==> src/rtl/tit_pkg.sv <==
// Shared types, codes and constants for the triple interval timer.
package tit_pkg;

   localparam int TIMER_COUNT = 3;
   localparam int COUNT_W     = 16;
   localparam int TICKS_W     = 17;

   localparam logic [TICKS_W-1:0] FULL_PERIOD = 17'h10000;

   // Highest valid register index (timer 3 high byte)
   localparam logic [2:0] REG_LAST = 3'd5;

   localparam logic [7:0] IRQ_BITS [TIMER_COUNT] = '{8'h08, 8'h10, 8'h40};

   typedef enum logic [1:0] {
      CMD_TICK  = 2'd0,
      CMD_WRITE = 2'd1,
      CMD_READ  = 2'd2,
      CMD_NOP   = 2'd3
   } cmd_type;

   // Start value of 0 stands for a full 65536-tick period
   function automatic logic [TICKS_W-1:0] period_of(input logic [COUNT_W-1:0] v);
      logic [TICKS_W-1:0] p;
      if (v == '0) begin
         p = FULL_PERIOD;
      end else begin
         p = {1'b0, v};
      end
      return p;
   endfunction

endpackage

==> src/rtl/triple_interval_timer.sv <==
// Top level of the triple interval timer: three 16-bit down timers behind six byte registers.
//
//  channel | dir | handshake               | payload
//  --------+-----+-------------------------+-----------------------------------------
//  req_    | in  | req_tvalid / req_tready | tuser: command; tdata: reg_index, write_data
//  rsp_    | out | rsp_tvalid / rsp_tready | tdata: read_data, irq_set_bits
//
// Every transfer in yields exactly one transfer out, in order.
// Two register stages: an input register, then the timer update and result register.
// One item per cycle is sustained while rsp_tready allows, since all three counters
// are updated together in the second stage.
// A stalled result holds in the output register; the input register keeps taking
// items as long as the stage behind it can move.
// Synchronous active-high reset stops all timers and clears all timer registers.
module triple_interval_timer
   import tit_pkg::*;
(
   input  logic        clock,
   input  logic        reset,

   input  logic        req_tvalid,
   output logic        req_tready,
   input  logic [1:0]  req_tuser,   // [1:0] command
   input  logic [15:0] req_tdata,   // [2:0] reg_index, [10:3] write_data, [15:11] zero

   output logic        rsp_tvalid,
   input  logic        rsp_tready,
   output logic [15:0] rsp_tdata    // [7:0] read_data, [15:8] irq_set_bits
);

   // Input register
   logic       in_valid_ff;
   cmd_type    in_cmd_ff;
   logic [2:0] in_idx_ff;
   logic [7:0] in_data_ff;

   // Result register
   logic       out_valid_ff;
   logic [7:0] out_rd_ff;
   logic [7:0] out_irq_ff;

   // Timer state
   logic [COUNT_W-1:0] start_ff   [TIMER_COUNT];
   logic [COUNT_W-1:0] latched_ff [TIMER_COUNT];
   logic [TICKS_W-1:0] rem_ff     [TIMER_COUNT];
   logic [TIMER_COUNT-1:0] run_ff;

   logic [COUNT_W-1:0] start_in   [TIMER_COUNT];
   logic [COUNT_W-1:0] latched_in [TIMER_COUNT];
   logic [TICKS_W-1:0] rem_in     [TIMER_COUNT];
   logic [TIMER_COUNT-1:0] run_in;
   logic [7:0] rd_in;
   logic [7:0] irq_in;

   logic out_free;
   logic stage_move;
   logic in_take;

   // Result register can load when empty or being drained this cycle
   assign out_free   = !out_valid_ff || rsp_tready;
   assign stage_move = in_valid_ff && out_free;
   assign req_tready = !in_valid_ff || out_free;
   assign in_take    = req_tvalid && req_tready;

   assign rsp_tvalid = out_valid_ff;
   assign rsp_tdata  = {out_irq_ff, out_rd_ff};

   // Timer update for the item in the input register
   always_comb begin
      logic [COUNT_W-1:0] nv;
      for (int t = 0; t < TIMER_COUNT; t++) begin
         start_in[t]   = start_ff[t];
         latched_in[t] = latched_ff[t];
         rem_in[t]     = rem_ff[t];
      end
      run_in = run_ff;
      rd_in  = '0;
      irq_in = '0;
      nv     = '0;
      case (in_cmd_ff)
         CMD_TICK: begin
            for (int t = 0; t < TIMER_COUNT; t++) begin
               if (run_ff[t]) begin
                  if (rem_ff[t] <= TICKS_W'(1)) begin
                     irq_in = irq_in | IRQ_BITS[t];
                     if (t == 0) begin
                        // timer 1 reloads
                        rem_in[t] = period_of(start_ff[t]);
                     end else begin
                        // timers 2 and 3 drop to free-running full period
                        start_in[t] = '0;
                        rem_in[t]   = FULL_PERIOD;
                     end
                  end else begin
                     rem_in[t] = rem_ff[t] - TICKS_W'(1);
                  end
               end
            end
         end
         CMD_WRITE: begin
            if (in_idx_ff <= REG_LAST) begin
               for (int t = 0; t < TIMER_COUNT; t++) begin
                  if (in_idx_ff[2:1] == 2'(t)) begin
                     if (!in_idx_ff[0]) begin
                        nv            = {start_ff[t][15:8], in_data_ff};
                        run_in[t]     = 1'b0;
                        start_in[t]   = nv;
                        latched_in[t] = nv;
                     end else begin
                        nv            = {in_data_ff, start_ff[t][7:0]};
                        start_in[t]   = nv;
                        latched_in[t] = nv;
                        rem_in[t]     = period_of(nv);
                        run_in[t]     = 1'b1;
                     end
                  end
               end
            end
         end
         CMD_READ: begin
            if (in_idx_ff <= REG_LAST) begin
               for (int t = 0; t < TIMER_COUNT; t++) begin
                  if (in_idx_ff[2:1] == 2'(t)) begin
                     rd_in = in_idx_ff[0] ? latched_ff[t][15:8] : latched_ff[t][7:0];
                  end
               end
            end
         end
         default: begin
         end
      endcase
   end

   always_ff @(posedge clock) begin
      if (reset) begin
         in_valid_ff  <= 1'b0;
         out_valid_ff <= 1'b0;
         run_ff       <= '0;
         for (int t = 0; t < TIMER_COUNT; t++) begin
            start_ff[t]   <= '0;
            latched_ff[t] <= '0;
            rem_ff[t]     <= '0;
         end
      end else begin
         if (in_take) begin
            in_valid_ff <= 1'b1;
         end else if (stage_move) begin
            in_valid_ff <= 1'b0;
         end

         if (stage_move) begin
            out_valid_ff <= 1'b1;
         end else if (rsp_tready) begin
            out_valid_ff <= 1'b0;
         end

         if (stage_move) begin
            run_ff <= run_in;
            for (int t = 0; t < TIMER_COUNT; t++) begin
               start_ff[t]   <= start_in[t];
               latched_ff[t] <= latched_in[t];
               rem_ff[t]     <= rem_in[t];
            end
         end
      end
   end

   // Payload registers
   always_ff @(posedge clock) begin
      if (in_take) begin
         in_cmd_ff  <= cmd_type'(req_tuser);
         in_idx_ff  <= req_tdata[2:0];
         in_data_ff <= req_tdata[10:3];
      end
      if (stage_move) begin
         out_rd_ff  <= rd_in;
         out_irq_ff <= irq_in;
      end
   end

endmodule
==> config.mk <==
export PLATFORM = sky130hd
export DESIGN_NAME = triple_interval_timer
export DESIGN_NICKNAME = d
export VERILOG_FILES = /design/src/rtl/tit_pkg.sv /design/src/rtl/triple_interval_timer.sv
export SDC_FILE = /design/constraint.sdc
export NUM_CORES = 1
export LEC_CHECK = 0
export BUFFER_PORTS_ARGS = -buffer_cell sky130_fd_sc_hd__buf_2
export CORE_ASPECT_RATIO = 0.75
export CORE_MARGIN = 5
export CORE_UTILIZATION = 55
export DETAILED_ROUTE_END_ITERATION = 12
export PLACE_DENSITY_LB_ADDON = 0.12
export REMOVE_ABC_BUFFERS = 1
export SETUP_SLACK_MARGIN = 0.4
export SYNTH_ARGS = -nofsm -noshare
export SYNTH_HDL_FRONTEND = slang
export SYNTH_SLANG_ARGS = --single-unit
==> constraint.sdc <==
create_clock -name clock -period 7.95 [get_ports clock]
set_clock_uncertainty 0.15 [all_clocks]
set_input_delay 1.59 -clock clock [delete_from_list [all_inputs] [get_ports clock]]
set_output_delay 1.59 -clock clock [all_outputs]
set_load 0.02 [all_outputs]
==> impl_metrics.json, run 1 <==
{
  "synth_top_family_by_area": "simple AND/OR/NAND/NOR gates",
  "clock_sink_count": 176,
  "cts_hold_buffers": 0,
  "dp_hpwl_mm": 14.3,
  "nets": 792,
  "grt_pass1_wl_mm": 32.3,
  "grt-ovfl-total": 0,
  "via_count": 6054,
  "maxCapViolCount": 0,
  "drcViolationCount": 0,
  "critPathKind": "in2out",
  "io_pins": 40,
  "n_antenna_cell": 0,
  "drive_gt1_frac": 0.129,
  "place.gp.congestion": 0.917,
  "yosys.area_share.simple": 0.176,
  "die-height_um": 118,
  "yosysTopAreaCell": "edfxtp_1",
  "wl_per_cell_um": 21.2,
  "status": "finished, final reports clean",
  "synth_edf_count": 171,
  "dp_slack_ps": 3630,
  "max-vdd-ir-drop_mv": 0.143,
  "grt_pass1_vias": 5777,
  "whs_ps": 387,
  "tns_ps": 0,
  "async_reset_ff_frac": 0,
  "finalWorstSetupSlack_ps": 4000,
  "synth_area_leaders": "edfxtp_1, nor2_1, mux2i_1",
  "grt_usage": 0.231,
  "synth.area.mux_share": 0.0587,
  "first_pass_iters": 6,
  "slew_violations": 0,
  "core_area_sq_um": 15300,
  "start_kind": "input port",
  "drt_iter0_markers": 705,
  "cts_buffers": 17,
  "crit_fanout": 4,
  "rows": 39,
  "yosysSeqAreaShare": 0.611,
  "power.leakage_nw": 3.35,
  "grt_max_degree": 60,
  "area_growth_pct": 10.8,
  "synth_xor_area_frac": 0.0440,
  "yosysWarnings": 0,
  "final-setup-viol-count": 0,
  "syn_area_per_cell_sq_um": 11.5,
  "cts_tree": "built",
  "hold_class": "reg2reg",
  "finalCritPeriodShare": 0.497,
  "clk_pin_slew_ps": 60,
  "hold_viol": 0,
  "post-cts-setup-buffers": 0,
  "ys.flop_type": "edfxtp_1",
  "maxSlewHeadroom": 0.217,
  "endpoint_kind": "output port",
  "utilization": 0.621,
  "drtAntennaViolNets": 0,
  "regArea_sq_um": 5240,
  "port_buffers": 29,
  "design_area_sq_um": 9490,
  "synth_fa_ha_area_frac": 0.00876,
  "clk_latency_ps": 440,
  "worst_pin_slew_ps": 1170,
  "fin_crit_ps": 3950,
  "multiInputGateArea_sq_um": 3130,
  "power_density_nw_per_um2": 228,
  "clockBufferDepth": 2,
  "htree_levels": 4,
  "synth_seq_cells": 176,
  "die_x_um": 154,
  "fp.dieArea_sq_um": 18200,
  "post_synth_num_cell_types": 57,
  "rsz0062_at_grt": "false",
  "wirelength_mm": 20.9,
  "worstPathArrival_ps": 2210,
  "n_fill_cell": 1188,
  "netlist_instances": 745,
  "worstPathRequired_ps": 6210,
  "synth_compound_area_frac": 0.0735,
  "cts_root_buf": "clkbuf_16",
  "viasPerCell": 6.16,
  "initial_core_util": 0.561,
  "fmax_mhz": 253,
  "synth_area_sq_um": 8570,
  "placed_area_sq_um": 8890,
  "synth_top_area_frac": 0.599,
  "cts_resized": 0,
  "antenna_found_initial": 0
}
==> final timing paths <==
check,start,endpoint,slack (ps),depth (start not counted)
worst max register to register,rem_ff[0][45]$_SDFFCE_PN0P_,start_ff[0][34]$_SDFFCE_PN0P_,4500,5
worst max-delay path,rsp_tready,req_tready,4000,4
worst min-delay path,run_ff[2]$_SDFFE_PP0P_,run_ff[2]$_SDFFE_PP0P_,390,2
worst min register to register,run_ff[2]$_SDFFE_PP0P_,run_ff[2]$_SDFFE_PP0P_,390,2
==> metrics by stage <==
stage	total power, W	cells
5_1_grt	0.00223	982
2_1_floorplan	0.00125	704
6_report	0.00216	982
3_5_place_dp	0.00132	950
3_3_place_gp	0.00131	950
4_1_cts	0.00217	982
==> layer usage <==
| metal | wire length [um] | vias up | GRT usage | share of wire |
|---|---|---|---|---|
| met5 | 0 | - | 0 | 0 |
| met3 | 2320 | 28 | 0.0731 | 0.11 |
| met1 | 9170 | 2919 | 0.343 | 0.44 |
| met2 | 9080 | 323 | 0.327 | 0.44 |
| li1 | - | 2784 | - | - |
| met4 | 291 | 0 | 0.0662 | 0.014 |
==> cell usage after synthesis (4+ instances only) <==
| cell | count |
|---|---|
| edfxtp_1 | 171 |
| nor2_1 | 141 |
| nand2_1 | 41 |
| a21oi_1 | 38 |
| o21ai_0 | 32 |
| clkbuf_1 | 31 |
| nand3_1 | 31 |
| mux2i_1 | 30 |
| nor4_1 | 24 |
| xnor2_1 | 23 |
| xor2_1 | 20 |
| nor3_1 | 17 |
| nor2b_1 | 11 |
| inv_1 | 9 |
| mux2_2 | 8 |
| a22oi_1 | 7 |
| or4_1 | 7 |
| ha_1 | 6 |
| nand2b_1 | 6 |
| or3_1 | 6 |
| buf_1 | 5 |
| buf_4 | 5 |
| dfxtp_1 | 5 |
| mux4_2 | 5 |
| nand4_1 | 5 |
| o211ai_1 | 5 |
| o2bb2ai_1 | 5 |
| or2_2 | 5 |
| and3_1 | 4 |
==> where the power goes <==
part           internal (W)  switching [W]  total [W]
clock              0.000476       0.000384   0.000860
sequential          0.00107      0.0000447    0.00112
combinational     0.0000643       0.000118   0.000182
total               0.00162       0.000547    0.00216
==> cell usage in the layout, fill, tap and decap left out, types with 4 or more instances in the layout <==
| master | instances |
|---|---|
| nand4_1 | 5 |
| edfxtp_1 | 171 |
| nand2_1 | 41 |
| xor2_1 | 20 |
| o211ai_1 | 5 |
| inv_1 | 9 |
| dfxtp_1 | 5 |
| nand2b_1 | 6 |
| buf_4 | 12 |
| a21oi_1 | 38 |
| nor3_1 | 16 |
| mux2i_1 | 30 |
| clkbuf_16 | 17 |
| nand3_1 | 30 |
| mux2_2 | 8 |
| conb_1 | 5 |
| and3_1 | 4 |
| o2bb2ai_1 | 5 |
| o21ai_0 | 31 |
| or2_2 | 5 |
| inv_6 | 6 |
| xnor2_1 | 23 |
| or4_1 | 7 |
| nor2b_1 | 11 |
| ha_1 | 6 |
| a22oi_1 | 7 |
| inv_8 | 4 |
| buf_2 | 29 |
| nor4_1 | 24 |
| mux4_2 | 5 |
| nor2_1 | 140 |
| or3_1 | 6 |
==> area by class of cell <==
cell class	count	share of cell area
flip-flops and latches	176	0.552
well taps	205	0.0270
multi-input cells	518	0.330
clock buffers	18	0.0452
inverters	10	0.00396
repair buffers	41	0.0248
clock inverters	14	0.0177
==> critical path: stages <==
cell and delay, ps:
buf_2 100, nor2b_1 240, nand2_1 100, buf_2 170
==> kinds of logic (layout without fill, tap and decap cells) <==
kind of cell | after synthesis | in the layout
other | 1 | 5
muxes | 43 | 43
AOI/OAI and AO/OA | 106 | 106
buffers and inverters | 55 | 83
adders and majority gates | 6 | 6
xor gates and xnor gates | 43 | 43
DFF | 176 | 176
and+or+nand+nor | 315 | 315
==> state kept, by name, indices dropped and copies added (netlist names) <==
register / cells
rem_ff: 51
out_rd_ff: 8
in_valid_ff: 1
in_data_ff: 8
rsp_tvalid: 1
in_cmd_ff: 2
run_ff: 3
in_idx_ff: 3
latched_ff: 48
start_ff: 48
out_irq_ff: 3
No activity file was read; power rests on OpenSTA's default activity.
==> run 2: changes to the inputs <==
- clock period: 7.95 -> 3.2 ns (I/O delays scaled with it)
==> run 2 against run 1 <==
  * Worst hold slack worse by 170 ps
  * Final cell count rose by 1.5%
  * Setup slack lost 3500 ps
  * Highest routed layer unchanged
==> impl_metrics.json, run 2 (synthesized netlist as in run 1, its figures left out) <==
{
  "status": "finished, final reports clean",
  "utilization": 0.635,
  "via_count": 6059,
  "endpoint_kind": "flop",
  "slowest_delay_ps": 590,
  "fin_crit_ps": 2730,
  "clock_sink_count": 176,
  "regMostFlops": "rem_ff",
  "layout_commonest_cell": "edfxtp_1",
  "antenna_found_initial": 0,
  "drive_gt1_frac": 0.154,
  "io_pins": 40,
  "r2r_cells": 6,
  "wl_per_cell_um": 21.0,
  "path_buf_inv": 1,
  "final_cell_mix": "edfxtp_1, nor2_1, nand2_1",
  "hold_viol": 0,
  "clk_latency_ps": 440,
  "worst_path_max_delay_cell": "or4_4",
  "clk_pin_slew_ps": 70,
  "cts_buffers": 17,
  "finalCritPeriodShare": 0.853,
  "worstPathRequired_ps": 3210,
  "port_buffers": 29,
  "p_sw_frac": 0.255,
  "hold_class": "in2reg",
  "dp_hpwl_mm": 14.7,
  "grt-ovfl-total": 0,
  "first_pass_iters": 5,
  "rsz0062_at_grt": "false",
  "place.gp.congestion": 0.901,
  "drcViolationCount": 0,
  "drt_iter0_markers": 680,
  "initial_core_util": 0.561,
  "power.internal_w": 0.00404,
  "crit_chain": "or4_4, or2_2, or3_4, nor3_4, or2_4, clkbuf_16",
  "maxSlewHeadroom": 0.371,
  "reg2reg_setup_slack_ps": 470,
  "grt_usage": 0.228,
  "path_delay_family": "simple AND/OR/NAND/NOR gates",
  "viasPerCell": 6.08,
  "drtAntennaViolNets": 0,
  "grt_max_degree": 59,
  "power_density_nw_per_um2": 559,
  "timing.rr.end": "start_ff[0][46]$_SDFFCE_PN0P_",
  "slew_violations": 0,
  "die-height_um": 118,
  "htree_levels": 4,
  "rows": 39,
  "fp.dieArea_sq_um": 18200,
  "power_frac_comb": 0.086,
  "worst_pin_slew_ps": 936,
  "wirelength_mm": 20.9,
  "cts_hold_buffers": 0,
  "fmax_mhz": 366,
  "grt_pass1_wl_mm": 31.7,
  "placed_area_sq_um": 8980,
  "cts_tree": "built",
  "die_x_um": 154,
  "grt_pass1_vias": 5586,
  "clockBufferDepth": 2,
  "hold_path_end": "in_data_ff[1]$_DFFE_PP_",
  "pwr-share-seq": 0.516,
  "clock_power_share": 0.398,
  "largest_register_ffs": 51,
  "nets": 807,
  "hold_depth": 1,
  "core_area_sq_um": 15300,
  "design_area_sq_um": 9700,
  "final-setup-viol-count": 0,
  "cts_root_buf": "clkbuf_16",
  "power.leakage_nw": 3.45,
  "critPathKind": "reg2reg",
  "reg_top3": "rem_ff x51, latched_ff x48, start_ff x48",
  "max-vdd-ir-drop_mv": 0.392,
  "r2r-start": "rem_ff[0][39]$_SDFFCE_PN0P_",
  "crit_fanout": 8,
  "p_switching_w": 0.00138,
  "start_kind": "flop",
  "worstPathArrival_ps": 2740,
  "area_growth_pct": 13.2,
  "maxCapViolCount": 0,
  "n_antenna_cell": 0,
  "hold_start": "req_tdata[4]"
}
[run 2: worst max path at each step]
stage                                          to                         from  cells past startpoint
floorplan              rem_ff[0][0]$_SDFFCE_PN0P_       in_idx_ff[0]$_DFFE_PP_                      4
global placement      rem_ff[0][22]$_SDFFCE_PN0P_  rem_ff[0][28]$_SDFFCE_PN0P_                      5
detailed placement    rem_ff[0][21]$_SDFFCE_PN0P_  rem_ff[0][28]$_SDFFCE_PN0P_                      5
CTS                 start_ff[0][36]$_SDFFCE_PN0P_  rem_ff[0][46]$_SDFFCE_PN0P_                      6
global route        start_ff[0][46]$_SDFFCE_PN0P_  rem_ff[0][46]$_SDFFCE_PN0P_                      6
finish              start_ff[0][46]$_SDFFCE_PN0P_  rem_ff[0][39]$_SDFFCE_PN0P_                      6
[run 2: layout make-up]
cell class	instances	area [sq um]
clock inverters	15	191
repair buffers	56	378
well taps	205	256
inverters	10	37.5
multi-input cells	518	3180
flip-flops and latches	176	5240
fillers	1191	5570
clock buffers	17	425
[run 2: worst reg2reg max path, cell delays in order (launching register included)]
cell and delay [ps]:
edfxtp_1 440, or4_4 590, or2_2 330, or3_4 430
nor3_4 170, or2_4 180, clkbuf_16 160
[run 2: metal layers]
metal	global-route usage	routed length, um	vias to the layer above
met5	0	0	-
met2	0.312	9020	271
met1	0.345	9240	2953
met3	0.0702	2320	27
met4	0.0745	340	0
li1	-	-	2808
[run 2: power groups by stage]
stage / sequential (W) / combinational, W / clock (W)
CTS: 0.00279 / 0.000453 / 0.00217
global route: 0.00281 / 0.000509 / 0.00227
detailed placement: 0.00284 / 0.000446 / 0
floorplan: 0.00281 / 0.000296 / 0
global placement: 0.00283 / 0.000436 / 0
finish: 0.00279 / 0.000467 / 0.00216
[run 2: metrics by stage]
stage / hold slack, ps / setup slack, ps / setup TNS, ps / power (W) / cells
after floorplan: 306 / -880 / -58060 / 0.00311 / 704
after global placement: 346 / 364 / 0 / 0.00326 / 960
after detailed placement: 358 / 180 / 0 / 0.00328 / 960
after CTS: 210 / 408 / 0 / 0.00541 / 994
after global routing: 206 / 412 / 0 / 0.00559 / 997
final: 218 / 469 / 0 / 0.00542 / 997
[run 2: what timing repair did]
item | in CTS | in global routing
hold endpoints to repair | 0 | 0
pin swaps | 0 | 2
resized for setup | 3 | 7
setup buffers | 2 | 2
setup endpoints to repair | 48 | 51
gates cloned | 0 | 1
==> run 3: changes to the inputs <==
- CORE_UTILIZATION: 55 -> 49
==> run 3 against run 2 <==
  * Fmax is 0.35% lower
  * Critical path type unchanged
  * Final cell count increased by 3.0%
  * Highest routed layer unchanged
  * Count of clock-buffer cells in the layout is the same
  * Wire length increased by 1.8%
  * Design area increased by 0.13%
  * Register-to-register slack barely moved
==> impl_metrics.json, run 3 (synthesized netlist as in run 1, its figures left out) <==
{
  "area_growth_pct": 13.4,
  "tns_ps": 0,
  "die_x_um": 163,
  "viasPerCell": 5.87,
  "dp_slack_ps": 265,
  "drt_iter0_markers": 601,
  "core_area_sq_um": 17000,
  "critPathKind": "reg2reg",
  "dp_hpwl_mm": 14.9,
  "crit_fanout": 8,
  "power_density_nw_per_um2": 554,
  "die-height_um": 125,
  "port_buffers": 29,
  "hold_depth": 1,
  "finalWorstSetupSlack_ps": 460,
  "nets": 806,
  "finalCritPeriodShare": 0.856,
  "clk_pin_slew_ps": 80,
  "io_pins": 40,
  "largest_register_ffs": 51,
  "clk_latency_ps": 430,
  "whs_ps": 225,
  "cts_buffers": 17,
  "fp.dieArea_sq_um": 20300,
  "r2r_cells": 6,
  "drive_gt1_frac": 0.152,
  "first_pass_iters": 5,
  "cts_tree": "built",
  "rsz0062_at_grt": "false",
  "antenna_found_initial": 0,
  "n_fill_cell": 1408,
  "grt-ovfl-total": 0,
  "final_cells": 1027,
  "via_count": 6024,
  "wl_per_cell_um": 20.7,
  "fmax_mhz": 365,
  "worst_pin_slew_ps": 868,
  "worstPathArrival_ps": 2740,
  "finalPower_w": 0.00538,
  "rows": 41,
  "layout_commonest_cell": "edfxtp_1",
  "drcViolationCount": 0,
  "reg_top3": "rem_ff x51, latched_ff x48, start_ff x48",
  "place.gp.congestion": 0.899,
  "clockBufferDepth": 2,
  "hold_viol": 0,
  "clock_sink_count": 176,
  "placed_cells": 991,
  "power.leakage_nw": 3.43,
  "drtAntennaViolNets": 0,
  "final_cell_mix": "edfxtp_1, nor2_1, nand2_1",
  "htree_levels": 4,
  "status": "finished, final reports clean",
  "final-setup-viol-count": 0,
  "endpoint_kind": "flop",
  "fin_crit_ps": 2740,
  "regMostFlops": "rem_ff",
  "wirelength_mm": 21.3,
  "worstPathRequired_ps": 3200,
  "hold_class": "in2reg",
  "max-vdd-ir-drop_mv": 0.284,
  "grt_max_degree": 51,
  "grt_pass1_vias": 5670,
  "start_kind": "flop",
  "n_antenna_cell": 0,
  "cts_root_buf": "clkbuf_16",
  "maxSlewHeadroom": 0.417,
  "maxCapViolCount": 0,
  "grt_usage": 0.211,
  "slew_violations": 0,
  "initial_core_util": 0.504,
  "grt_pass1_wl_mm": 32.8
}
-- run 3: critical path, cell delays in order, from the launching register on --
cell and delay, ps:
edfxtp_1 390, or4_4 570, or4_4 440, or3_4 380, nor3_2 160, or2_4 190
clkbuf_16 180
-- run 3: per-layer routing --
| metal | wire (um) | vias to the layer above | GRT usage |
|---|---|---|---|
| li1 | - | 2809 | - |
| met2 | 9000 | 227 | 0.296 |
| met3 | 1770 | 16 | 0.0394 |
| met1 | 10300 | 2972 | 0.340 |
| met4 | 178 | 0 | 0.0454 |
| met5 | 0 | - | 0 |
-- run 3: stage by stage --
step	util	area, sq um
2_1_floorplan	-	8380
3_3_place_gp	0.532	9030
3_5_place_dp	0.532	9030
4_1_cts	0.570	9670
5_1_grt	0.572	9710
6_report	0.572	9710
-- run 3: final cells by class --
type                    instances  area (sq um)  share of cell area
clock inverters                15           186              0.0192
inverters                      10          37.5             0.00386
clock buffers                  17           425              0.0438
flip-flops and latches        176          5240               0.539
multi-input cells             518          3150               0.324
repair buffers                 55           383              0.0394
well taps                     236           295              0.0304
-- run 3: worst paths after layout --
kind	slack, ps	to	from
max reg2reg	460	start_ff[0][39]$_SDFFCE_PN0P_	rem_ff[0][45]$_SDFFCE_PN0P_
max	460	start_ff[0][39]$_SDFFCE_PN0P_	rem_ff[0][45]$_SDFFCE_PN0P_
min reg2reg	400	run_ff[1]$_SDFFE_PP0P_	run_ff[1]$_SDFFE_PP0P_
min	230	in_idx_ff[1]$_DFFE_PP_	req_tdata[1]
-- run 3: timing repair --
action	CTS	global route
pin swaps	0	2
endpoints found under the setup margin	48	32
gates resized for setup	3	3
hold buffers	0	0
endpoints found under the hold margin	0	0
gates cloned	0	1
buffers inserted	2	1
-- run 3: where the power goes --
part	switching, W	internal (W)	total, W	leakage [nW]
combinational	0.000292	0.000179	0.000471	1.34
clock	0.00100	0.00113	0.00213	0.295
sequential	0.000117	0.00267	0.00278	1.80
